$ cat config.mk
export PLATFORM = sky130hd
export DESIGN_NAME = keyed_fifo_with_lookup
export DESIGN_NICKNAME = d
export VERILOG_FILES = /design/src/rtl/kfl_pkg.sv /design/src/rtl/kfl_cell.sv /design/src/rtl/keyed_fifo_with_lookup.sv
export SDC_FILE = /design/constraint.sdc
export NUM_CORES = 2
export LEC_CHECK = 0
export BUFFER_PORTS_ARGS = -buffer_cell sky130_fd_sc_hd__clkbuf_2
export CAP_MARGIN = 20
export CELL_PAD_IN_SITES_DETAIL_PLACEMENT = 0
export CELL_PAD_IN_SITES_GLOBAL_PLACEMENT = 2
export CORE_MARGIN = 2
export CORE_UTILIZATION = 35
export DETAILED_ROUTE_END_ITERATION = 10
export GPL_TIMING_DRIVEN = 0
export PLACE_DENSITY = 0.68
export SETUP_SLACK_MARGIN = 0.2
export SKIP_CTS_REPAIR_TIMING = 1
export SLEW_MARGIN = 40
export SYNTH_ARGS = -nofsm -noshare
export SYNTH_HDL_FRONTEND = slang
export SYNTH_SLANG_ARGS = --single-unit
$ cat constraint.sdc
create_clock -name clock -period 18.5 [get_ports clock]
set_clock_uncertainty 0.2 [all_clocks]
set_input_delay 3.7 -clock clock [delete_from_list [all_inputs] [get_ports clock]]
set_output_delay 3.7 -clock clock [all_outputs]
set_load 0.02 [all_outputs]
$ cat src/rtl/kfl_pkg.sv
// ----------------------------------------------------------------------------
// kfl_pkg
// Types and constants shared by the keyed FIFO with lookup.
// ----------------------------------------------------------------------------
package kfl_pkg;

   localparam int DEFAULT_QUEUE_DEPTH = 16;
   localparam int KEY_WIDTH           = 32;
   localparam int DATA_WIDTH          = 32;
   localparam int ENTRY_COUNT_WIDTH   = 5;

   typedef enum logic [1:0] {
      OP_ENQUEUE = 2'd0,
      OP_DEQUEUE = 2'd1,
      OP_UPDATE  = 2'd2,
      OP_PEEK    = 2'd3
   } op_type;

   typedef enum logic [2:0] {
      ST_OK        = 3'd0,
      ST_DUPLICATE = 3'd1,
      ST_EMPTY     = 3'd2,
      ST_NOT_FOUND = 3'd3,
      ST_FULL      = 3'd4
   } status_type;

   typedef struct packed {
      op_type                        op;
      logic signed [KEY_WIDTH-1:0]   key;
      logic signed [DATA_WIDTH-1:0]  data;
   } req_type;

   typedef struct packed {
      status_type                         status;
      logic signed [DATA_WIDTH-1:0]       data_out;
      logic [ENTRY_COUNT_WIDTH-1:0]       entry_count;
   } rsp_type;

   typedef struct packed {
      logic shift;
      logic load;
      logic update;
   } cell_ctrl_type;

endpackage

$ cat src/rtl/kfl_cell.sv
// ----------------------------------------------------------------------------
// kfl_cell
// One queue position: holds a key/data pair, compares its key with the
// request key, and takes its neighbor's entry when the queue advances.
// ----------------------------------------------------------------------------
module kfl_cell (
   input  logic                                   clock,
   input  kfl_pkg::cell_ctrl_type                 ctrl,
   input  logic                                   live,
   input  logic signed [kfl_pkg::KEY_WIDTH-1:0]   req_key,
   input  logic signed [kfl_pkg::DATA_WIDTH-1:0]  req_data,
   input  logic signed [kfl_pkg::KEY_WIDTH-1:0]   next_key,
   input  logic signed [kfl_pkg::DATA_WIDTH-1:0]  next_data,
   output logic signed [kfl_pkg::KEY_WIDTH-1:0]   key,
   output logic signed [kfl_pkg::DATA_WIDTH-1:0]  data,
   output logic                                   hit
);
   import kfl_pkg::*;

   logic signed [KEY_WIDTH-1:0]  key_ff, key_in;
   logic signed [DATA_WIDTH-1:0] data_ff, data_in;

   assign hit = live && (key_ff == req_key);

   always_comb begin
      key_in  = key_ff;
      data_in = data_ff;
      if (ctrl.shift) begin
         key_in  = next_key;
         data_in = next_data;
      end else if (ctrl.load) begin
         key_in  = req_key;
         data_in = req_data;
      end else if (ctrl.update && hit) begin
         data_in = req_data;
      end
   end

   always_ff @(posedge clock) begin
      key_ff  <= key_in;
      data_ff <= data_in;
   end

   assign key  = key_ff;
   assign data = data_ff;

endmodule

$ cat src/rtl/keyed_fifo_with_lookup.sv
// ----------------------------------------------------------------------------
// keyed_fifo_with_lookup
// Bounded FIFO of unique-key entries held in a row of cells, with
// enqueue, dequeue, update-by-key and peek-by-key operations.
// ----------------------------------------------------------------------------
// The block takes one request per cycle and returns its result from an output
// register in the cycle after the transfer; while rsp_ready stays high it sustains
// one operation per clock. The figure is set by the row of QUEUE_DEPTH cells:
// every cell compares its key with the request key in the same cycle, and on a
// dequeue every cell takes its neighbor's entry at once, so cell 0 is always
// the head. A new request is taken whenever the result register is empty or
// being drained. entry_count reports the low five bits of the entry count.
module keyed_fifo_with_lookup #(
   parameter int QUEUE_DEPTH = kfl_pkg::DEFAULT_QUEUE_DEPTH
) (
   input  logic             clock,
   input  logic             reset,
   input  logic             req_valid,
   output logic             req_ready,
   input  kfl_pkg::req_type req_item,
   output logic             rsp_valid,
   input  logic             rsp_ready,
   output kfl_pkg::rsp_type rsp_item
);
   import kfl_pkg::*;

   localparam int CW = $clog2(QUEUE_DEPTH + 1);

   logic [CW-1:0] count_ff, count_in;
   logic          rsp_valid_ff, rsp_valid_in;
   rsp_type       rsp_item_ff, rsp_item_in;

   logic signed [KEY_WIDTH-1:0]  cell_key  [QUEUE_DEPTH];
   logic signed [DATA_WIDTH-1:0] cell_data [QUEUE_DEPTH];
   logic [QUEUE_DEPTH-1:0]       cell_hit;

   logic                         accept;
   logic                         any_hit;
   logic signed [DATA_WIDTH-1:0] hit_data;
   logic                         full;
   logic                         empty;
   logic                         enq_ok, deq_ok, upd_ok;
   status_type                   status;
   logic signed [DATA_WIDTH-1:0] dout;

   assign req_ready = !rsp_valid_ff || rsp_ready;
   assign accept    = req_valid && req_ready;
   assign full      = (count_ff == CW'(QUEUE_DEPTH));
   assign empty     = (count_ff == '0);

   always_comb begin
      hit_data = '0;
      for (int i = 0; i < QUEUE_DEPTH; i++) begin
         if (cell_hit[i]) begin
            hit_data = hit_data | cell_data[i];
         end
      end
   end

   assign any_hit = |cell_hit;

   always_comb begin
      status   = ST_OK;
      dout     = '0;
      enq_ok   = 1'b0;
      deq_ok   = 1'b0;
      upd_ok   = 1'b0;
      count_in = count_ff;
      case (req_item.op)
         OP_ENQUEUE: begin
            if (any_hit) begin
               status = ST_DUPLICATE;
            end else if (full) begin
               status = ST_FULL;
            end else begin
               enq_ok   = 1'b1;
               count_in = count_ff + 1'b1;
            end
         end
         OP_DEQUEUE: begin
            if (empty) begin
               status = ST_EMPTY;
            end else begin
               deq_ok   = 1'b1;
               count_in = count_ff - 1'b1;
            end
         end
         OP_UPDATE: begin
            if (any_hit) begin
               upd_ok = 1'b1;
            end else begin
               status = ST_NOT_FOUND;
            end
         end
         OP_PEEK: begin
            if (any_hit) begin
               dout = hit_data;
            end else begin
               status = ST_NOT_FOUND;
            end
         end
         default: begin
            status = ST_NOT_FOUND;
         end
      endcase
      if (!accept) begin
         count_in = count_ff;
      end
   end

   for (genvar i = 0; i < QUEUE_DEPTH; i++) begin : g_cell
      cell_ctrl_type                ctrl;
      logic signed [KEY_WIDTH-1:0]  next_key;
      logic signed [DATA_WIDTH-1:0] next_data;

      assign ctrl.shift  = accept && deq_ok;
      assign ctrl.load   = accept && enq_ok && (count_ff == CW'(i));
      assign ctrl.update = accept && upd_ok;

      if (i == QUEUE_DEPTH - 1) begin : g_tail
         assign next_key  = cell_key[i];
         assign next_data = cell_data[i];
      end else begin : g_body
         assign next_key  = cell_key[i+1];
         assign next_data = cell_data[i+1];
      end

      kfl_cell u_cell (
         .clock     (clock),
         .ctrl      (ctrl),
         .live      (CW'(i) < count_ff),
         .req_key   (req_item.key),
         .req_data  (req_item.data),
         .next_key  (next_key),
         .next_data (next_data),
         .key       (cell_key[i]),
         .data      (cell_data[i]),
         .hit       (cell_hit[i])
      );
   end

   always_comb begin
      rsp_valid_in = rsp_valid_ff && !rsp_ready;
      rsp_item_in  = rsp_item_ff;
      if (accept) begin
         rsp_valid_in             = 1'b1;
         rsp_item_in.status       = status;
         rsp_item_in.data_out     = dout;
         rsp_item_in.entry_count  = ENTRY_COUNT_WIDTH'(count_in);
      end
   end

   always_ff @(posedge clock) begin
      if (reset) begin
         count_ff     <= '0;
         rsp_valid_ff <= 1'b0;
      end else begin
         count_ff     <= count_in;
         rsp_valid_ff <= rsp_valid_in;
      end
   end

   always_ff @(posedge clock) begin
      rsp_item_ff <= rsp_item_in;
   end

   assign rsp_valid = rsp_valid_ff;
   assign rsp_item  = rsp_item_ff;

endmodule

## Word-level counts from Yosys, hierarchy flattened

Cells that the tools add are included.

| word-level totals | value |
|---|---|
| flip-flop bits (word level) | 1070 |
| output and inout port bits | 42 |
| logic and storage cells | 311 |
| input bits | 70 |

| operators by class | value |
|---|---|
| bitwise gates (word level) | 16 |
| order comparisons | 16 |
| mux-type cells | 111 |
| $add $sub $neg | 2 |
| equal/unequal tests | 35 |
| reduce and logical (&&, ||, !) cells | 94 |

Operators with widths:

| operator | number |
|---|---|
| 32-bit 2-to-1 mux | 93 |
| 32-bit == test | 16 |
| 32-bit OR | 15 |
| 1-bit logical AND | 53 |
| 3-bit nonzero test | 15 |
| 5-bit by 4-bit == test with 1-bit output (second input constant) | 8 |
| 4-bit by 5-bit less-than comparator with 1-bit output (first input constant) | 8 |
| 2-bit nonzero test | 16 |
| 5-bit by 3-bit == test with 1-bit output (second input constant) | 4 |
| 3-bit by 5-bit less-than comparator with 1-bit output (first input constant) | 4 |
| 5-bit 2-to-1 mux | 4 |
| 16-bit OR reduction | 1 |
| 5-bit by 2-bit == test with 1-bit output (second input constant) | 2 |
| 1-bit by 5-bit less-than comparator with 1-bit output (first input constant) | 2 |
| 2-bit by 5-bit less-than comparator with 1-bit output (first input constant) | 2 |
| 5-bit case mux with 2 select lines | 1 |
| 3-bit case mux with 3 select lines | 1 |
| 1-bit 2-to-1 mux | 8 |
| 3-bit 2-to-1 mux | 2 |
| 2-bit AND reduction | 3 |
| 5-bit by 1-bit adder with 5-bit output (second input constant) | 1 |
| 5-bit by 1-bit == test with 1-bit output (second input constant) | 1 |
| 5-bit == test (second input constant) | 1 |
| 5-bit zero test | 1 |
| 9 further kinds | 12 |

## Longest topological paths before layout

| depth | value |
|---|---|
| depth in word-level cells | 33 |
| mapped depth | 12 |
| depth with buffers taken out | 9 |

## Modules after synthesis

Synthesis repeated with hierarchy kept, for this count alone.

| second synthesis, totals | value |
|---|---|
| cells, all modules | 3544 |
| area, all modules | 54136.9 um^2 |

By module, submodules not included:

| module | cells each | area an instance (um^2) | instances | sequential area each (um^2) |
|---|---|---|---|---|
| kfl_cell | 186 | 3076.7 | 16 | 1921.8 |
| keyed_fifo_with_lookup | 568 | 4909.7 | 1 | 1321.3 |

## Least setup slack after synthesis

OpenSTA, ideal clock, no wires.

| path | value |
|---|---|
| kind | input port to flip-flop |
| start | input req_item[53] in the netlist's numbering |
| end | register g_cell[13].u_cell.key_ff[0], enable pin |
| data required time | 17834 ps |
| path slack | 10000 ps |
| cell stages on the path | 11 |
| setup time | 466 ps |
| data arrival time | 7834 ps |
| buffers on the path | 3 |
| cells stage by stage | buf_2 -> buf_4 -> xor2_1 -> nor4_1 -> nand4_1 -> a2111oi_4 -> nor4_1 -> and4_4 -> buf_4 -> nand3_1 -> o21ai_0 |

| on the way | value |
|---|---|
| cells in the longest elaborated chain, start to end | 8 |
| elaborated cells between the ends (all ways) | 38 |
| those cells by class | eq/ne: 16; mux: 2; reduce/logical: 20 |

RTL lines:

| item | RTL line | RTL |
|---|---|---|
| start, declared | keyed_fifo_with_lookup.sv:20 | `input kfl_pkg::req_type req_item,` |
| 32-bit == test | kfl_cell.sv:23 | `assign hit = live && (key_ff == req_key);` |
| 1-bit logical AND | kfl_cell.sv:23 |  |
| 16-bit OR reduction * | keyed_fifo_with_lookup.sv:60 | `assign any_hit = \|cell_hit;` |
| 1-bit 2-to-1 mux * | keyed_fifo_with_lookup.sv:71 | `if (any_hit) begin` |
| 1-bit 2-to-1 mux * | keyed_fifo_with_lookup.sv:69 | `case (req_item.op)` |
| 1-bit logical AND * (2 in series) | keyed_fifo_with_lookup.sv:117 | `assign ctrl.load = accept && enq_ok && (count_ff == CW'(i));` |
| 2-bit nonzero test (no source line) * | -- |  |
| end signal, assigned | kfl_cell.sv:40 | `key_ff <= key_in;` |
| end, declared | kfl_cell.sv:20 | `logic signed [KEY_WIDTH-1:0] key_ff, key_in;` |

Every way passes the cells marked *; elsewhere a longest branch is shown, timed or not.
A chain may end at the register's enable or synchronous reset.

## Final worst setup path

| path | value |
|---|---|
| start | input req_item[49] in the netlist's numbering |
| end | register g_cell[13].u_cell.data_ff[9], enable pin |

| on the way | value |
|---|---|
| cells in the longest elaborated chain, start to end | 8 |
| elaborated cells between the ends (all ways) | 42 |
| those cells by class | eq/ne: 16; mux: 4; reduce/logical: 22 |

RTL lines:

| item | RTL line | RTL |
|---|---|---|
| 32-bit == test | kfl_cell.sv:23 |  |
| 1-bit logical AND | kfl_cell.sv:23 |  |
| 16-bit OR reduction | keyed_fifo_with_lookup.sv:60 |  |
| 1-bit 2-to-1 mux (on tied branches) | keyed_fifo_with_lookup.sv:71, keyed_fifo_with_lookup.sv:89 |  |
| 1-bit 2-to-1 mux | keyed_fifo_with_lookup.sv:69 |  |
| 1-bit logical AND (on tied branches) | keyed_fifo_with_lookup.sv:117, keyed_fifo_with_lookup.sv:118 |  |
| 1-bit logical AND (on tied branches) | keyed_fifo_with_lookup.sv:117, kfl_cell.sv:34 |  |
| 3-bit nonzero test (no source line) * | -- |  |
| end signal, assigned | kfl_cell.sv:41 | `data_ff <= data_in;` |
| end, declared | kfl_cell.sv:21 | `logic signed [DATA_WIDTH-1:0] data_ff, data_in;` |

Marked as above.

==> impl_metrics.py <==
metrics = {
    "outcome": {
        "outcome": "completed",
    },
    "drt": {
        "viasPerCell": 5.73,
        "drt.antenna.violating_nets": 0,
        "drc": 0,
        "wl_um": 242000,
        "drt_first_iter_violations": 5639,
        "routed_wire_length_per_instance_um": 34.1,
        "dr_total_vias": 40600,
        "detailedRoute.firstPassIterationCount": 6,
    },
    "worst_setup_path": {
        "crit-reg2reg-capture": "g_cell[13].u_cell.data[9]$_DFFE_PP_",
        "setup.worst_path.end_class": "flip-flop",
        "cp-start-kind": "input port",
        "crit_path_max_fanout": 10,
        "worst_ep_required_time_ps": 18780,
        "crit_arrival_ps": 8610,
        "cp-endpoint": "g_cell[13].u_cell.data[9]$_DFFE_PP_",
        "r2r-start": "count_ff[1]$_SDFF_PP0_",
        "critPathMostFrequentCell": "buf_4",
        "crit_path_max_incr_delay_ps": 540,
        "reg2regPathDepth": 15,
        "path_class": "in -> reg",
        "regToRegSetupSlack_ps": 12810,
        "timing_startpoint_of_the_critical_path": "req_item[49]",
        "critPathSlowestCell": "nor4_1",
        "crit_path_cell_trace": "clkbuf_2 > buf_2 > buf_4 > xor2_1 > nor4_1 > nand4_1 > nor4_4 > buf_4 > buf_4 > nor4_1 > and4_4 > buf_4 > nand3_1 > o211ai_1 > buf_4 > buf_4 > buf_2 > buf_2",
    },
    "synth": {
        "yosysMostFrequentCell": "nand2_1",
        "synthTopCellsByCount": "nand2_1, edfxtp_1, xor2_1, clkbuf_1, nor4_1",
        "cell_accounting_for_the_most_synthesized_area": "edfxtp_1",
        "synthesis.nets": 4827,
        "syn_inst": 4752,
        "syn_avg_cell_area_um2": 10.8,
        "synthesis.area_um2": 51400,
        "synth-edff-count": 1064,
        "postSynthRegisterBits": 1070,
        "synth.yosys.warnings": 0,
        "synth.top_cell.area_share_pct": 62.2,
        "synth.area.top_cells": "edfxtp_1, nand2_1, xor2_1",
        "dominantRegCellSynth": "edfxtp_1",
        "synth.lib_cells_used.distinct": 54,
        "synth_sequential_area_ratio_pct": 62.4,
        "synth_async_sr_flop_share_pct": 0,
    },
    "timing": {
        "fmax_ghz": 0.120,
        "setup-tns-final_ps": 0,
        "layout_min_cycle_time_ps": 8330,
        "slew-limit-headroom_pct": 37.0,
        "worst_max_slew_pin_slew_ps": 945,
        "hold_viol": 0,
        "maxSlewViolCount": 0,
        "report.final.setup_viol": 0,
        "rsz_0062_raised_after_global_routing": "no",
        "period_utilisation_layout_pct": 45.0,
    },
    "power_and_ir_drop": {
        "vdd_ir_drop_max_mv": 0.0806,
        "p_leak_nw": 21.6,
        "power_density_nw_per_um2": 91.6,
    },
    "global_routing": {
        "overflow": 0,
        "pin_count_of_the_biggest_net_entering_global_routing": 33,
        "vias_in_the_first_global_route": 38500,
        "number_of_antenna_violations_at_the_first_check_in_global_routing": 7,
        "grt_first_pass_wirelength_um": 325000,
        "grt.total_usage_pct": 31.5,
    },
    "floorplan": {
        "core-area_um2": 146000,
        "die_footprint_um2": 150000,
        "ioPinCount": 112,
        "die_h_um": 387,
        "placement_rows": 140,
        "die-width_um": 387,
        "start_util_pct": 35.3,
    },
    "finish": {
        "design.final.nets": 5141,
        "sequential_cell_area_in_the_final_layout_um2": 32100,
        "syn_to_final_growth_pct": 16.5,
        "share_of_cells_above_drive_strength_1_pct": 11.5,
        "fin_util_pct": 41.1,
        "nFillCells": 14300,
        "multi_input_area_um2": 18300,
        "final_cell_count_no_fill": 7080,
    },
    "clocking": {
        "cts_clk_pin_slew_worst_paths_ps": 60,
        "cts_root_buf": "clkbuf_16",
        "tritoncts.num_buffers": 121,
        "numClockSinks": 1070,
        "cts.path.max_buffers": 3,
        "htree_num_levels": 3,
        "tritoncts_clock_tree": "yes",
        "clk-insertion-delay-late_ps": 780,
    },
    "job": {
        "drv.max_cap_violation_count": 0,
    },
    "placed_design": {
        "dp.cells": 6859,
        "portBuffers": 110,
        "post-dp-hpwl_um": 180000,
        "place_congestion": 1.01,
    },
    "min_path": {
        "hp-class": "reg -> reg",
        "worst_hold_path.num_cells": 2,
    },
}
-- report_power, final --
| part | switching [mW] | total (mW) | leakage (nW) | internal (mW) |
|---|---|---|---|---|
| Clock | 1.06 | 2.39 | 1.83 | 1.33 |
| Sequential | 0.0136 | 2.72 | 9.66 | 2.70 |
| Combinational | 0.287 | 0.377 | 10.1 | 0.0897 |
-- worst min path at each step --
stage / start / to
5_1_grt: g_cell[4].u_cell.data[15]$_DFFE_PP_ / g_cell[3].u_cell.data[15]$_DFFE_PP_
3_3_place_gp: rsp_valid$_SDFF_PP0_ / rsp_valid$_SDFF_PP0_
6_report: rsp_valid$_SDFF_PP0_ / rsp_valid$_SDFF_PP0_
3_5_place_dp: g_cell[14].u_cell.data[15]$_DFFE_PP_ / g_cell[13].u_cell.data[15]$_DFFE_PP_
4_1_cts: g_cell[13].u_cell.data[17]$_DFFE_PP_ / g_cell[12].u_cell.data[17]$_DFFE_PP_
2_1_floorplan: g_cell[11].u_cell.data[10]$_DFFE_PP_ / g_cell[10].u_cell.data[10]$_DFFE_PP_
-- critical path: cells and delay by family --
kind	cells	cell delay, ps
simple gates	6	1550
xor+xnor	1	500
buf+inv	10	2300
compound gates	1	520
-- cell type report --
| type | count | area share, % |
|---|---|---|
| Buffer | 310 | 2.58 |
| Inverter | 5 | 0.0355 |
| Tap cell | 1917 | 4.01 |
| Sequential cell | 1070 | 53.6 |
| Multi-Input combinational cell | 3367 | 30.5 |
| Clock buffer | 160 | 5.39 |
| Clock inverter | 59 | 0.945 |
| Antenna cell | 1 | 0.00418 |
| Timing Repair Buffer | 191 | 2.99 |
-- per-stage QoR --
step	setup slack [ps]	instance area (um2)	hold WS, ps	total power [mW]
6_report	10170	59900	345	5.49
5_1_grt	10230	59900	365	5.61
4_1_cts	10400	59800	335	5.50
3_5_place_dp	9580	56000	331	3.14
3_3_place_gp	6050	54300	316	3.13
2_1_floorplan	10000	51400	318	2.96
-- kinds of logic (layout without fill, tap and decap cells) --
family / Yosys count / in the layout / synth area share (%)
other cells: 0 / 1 / 0
mux: 2 / 2 / 0.0414
simple gates: 2492 / 2492 / 20.3
fa+ha+maj: 5 / 5 / 0.122
xor+xnor: 514 / 514 / 8.76
buf+inv: 315 / 725 / 2.81
compound gates: 354 / 354 / 5.57
flops: 1070 / 1070 / 62.4
-- layout by cell type, fill, tap and decap left out, types with 5 or more instances in the layout --
master / count
clkinv_2: 16
buf_16: 18
dfxtp_1: 6
nor3_1: 29
a22oi_1: 67
buf_12: 17
xnor2_1: 25
buf_4: 45
nor3_4: 7
clkbuf_2: 204
a21o_4: 8
clkinv_1: 25
a22o_1: 95
bufinv_16: 8
clkbuf_16: 122
nor4_1: 182
xor2_1: 489
a21oi_1: 12
nand3_1: 45
a31oi_1: 34
nand4b_1: 5
nor2_1: 79
clkbuf_1: 162
nand4_1: 52
nand2_1: 2009
ha_1: 5
o21ai_0: 6
and3_1: 35
edfxtp_1: 1064
buf_2: 58
a221o_4: 12
nor4_4: 8
buf_8: 8
buf_6: 22
a221oi_1: 95
-- per-layer routing --
metal | share of wire (%) | up-vias | GRT usage [%]
met1 | 44 | 20500 | 46.3
met2 | 42 | 2412 | 46.3
met5 | 0.0083 | - | 0
li1 | - | 17300 | -
met3 | 10 | 378 | 5.84
met4 | 3.8 | 2 | 11.0
-- flip-flops by register name, summed over array words and instances, names as in the netlist --
name and cells:
count_ff 5, g_cell.u_cell.data 512, g_cell.u_cell.key 512, rsp_item 40, rsp_valid 1
No activity file was read; power rests on OpenSTA's default activity.
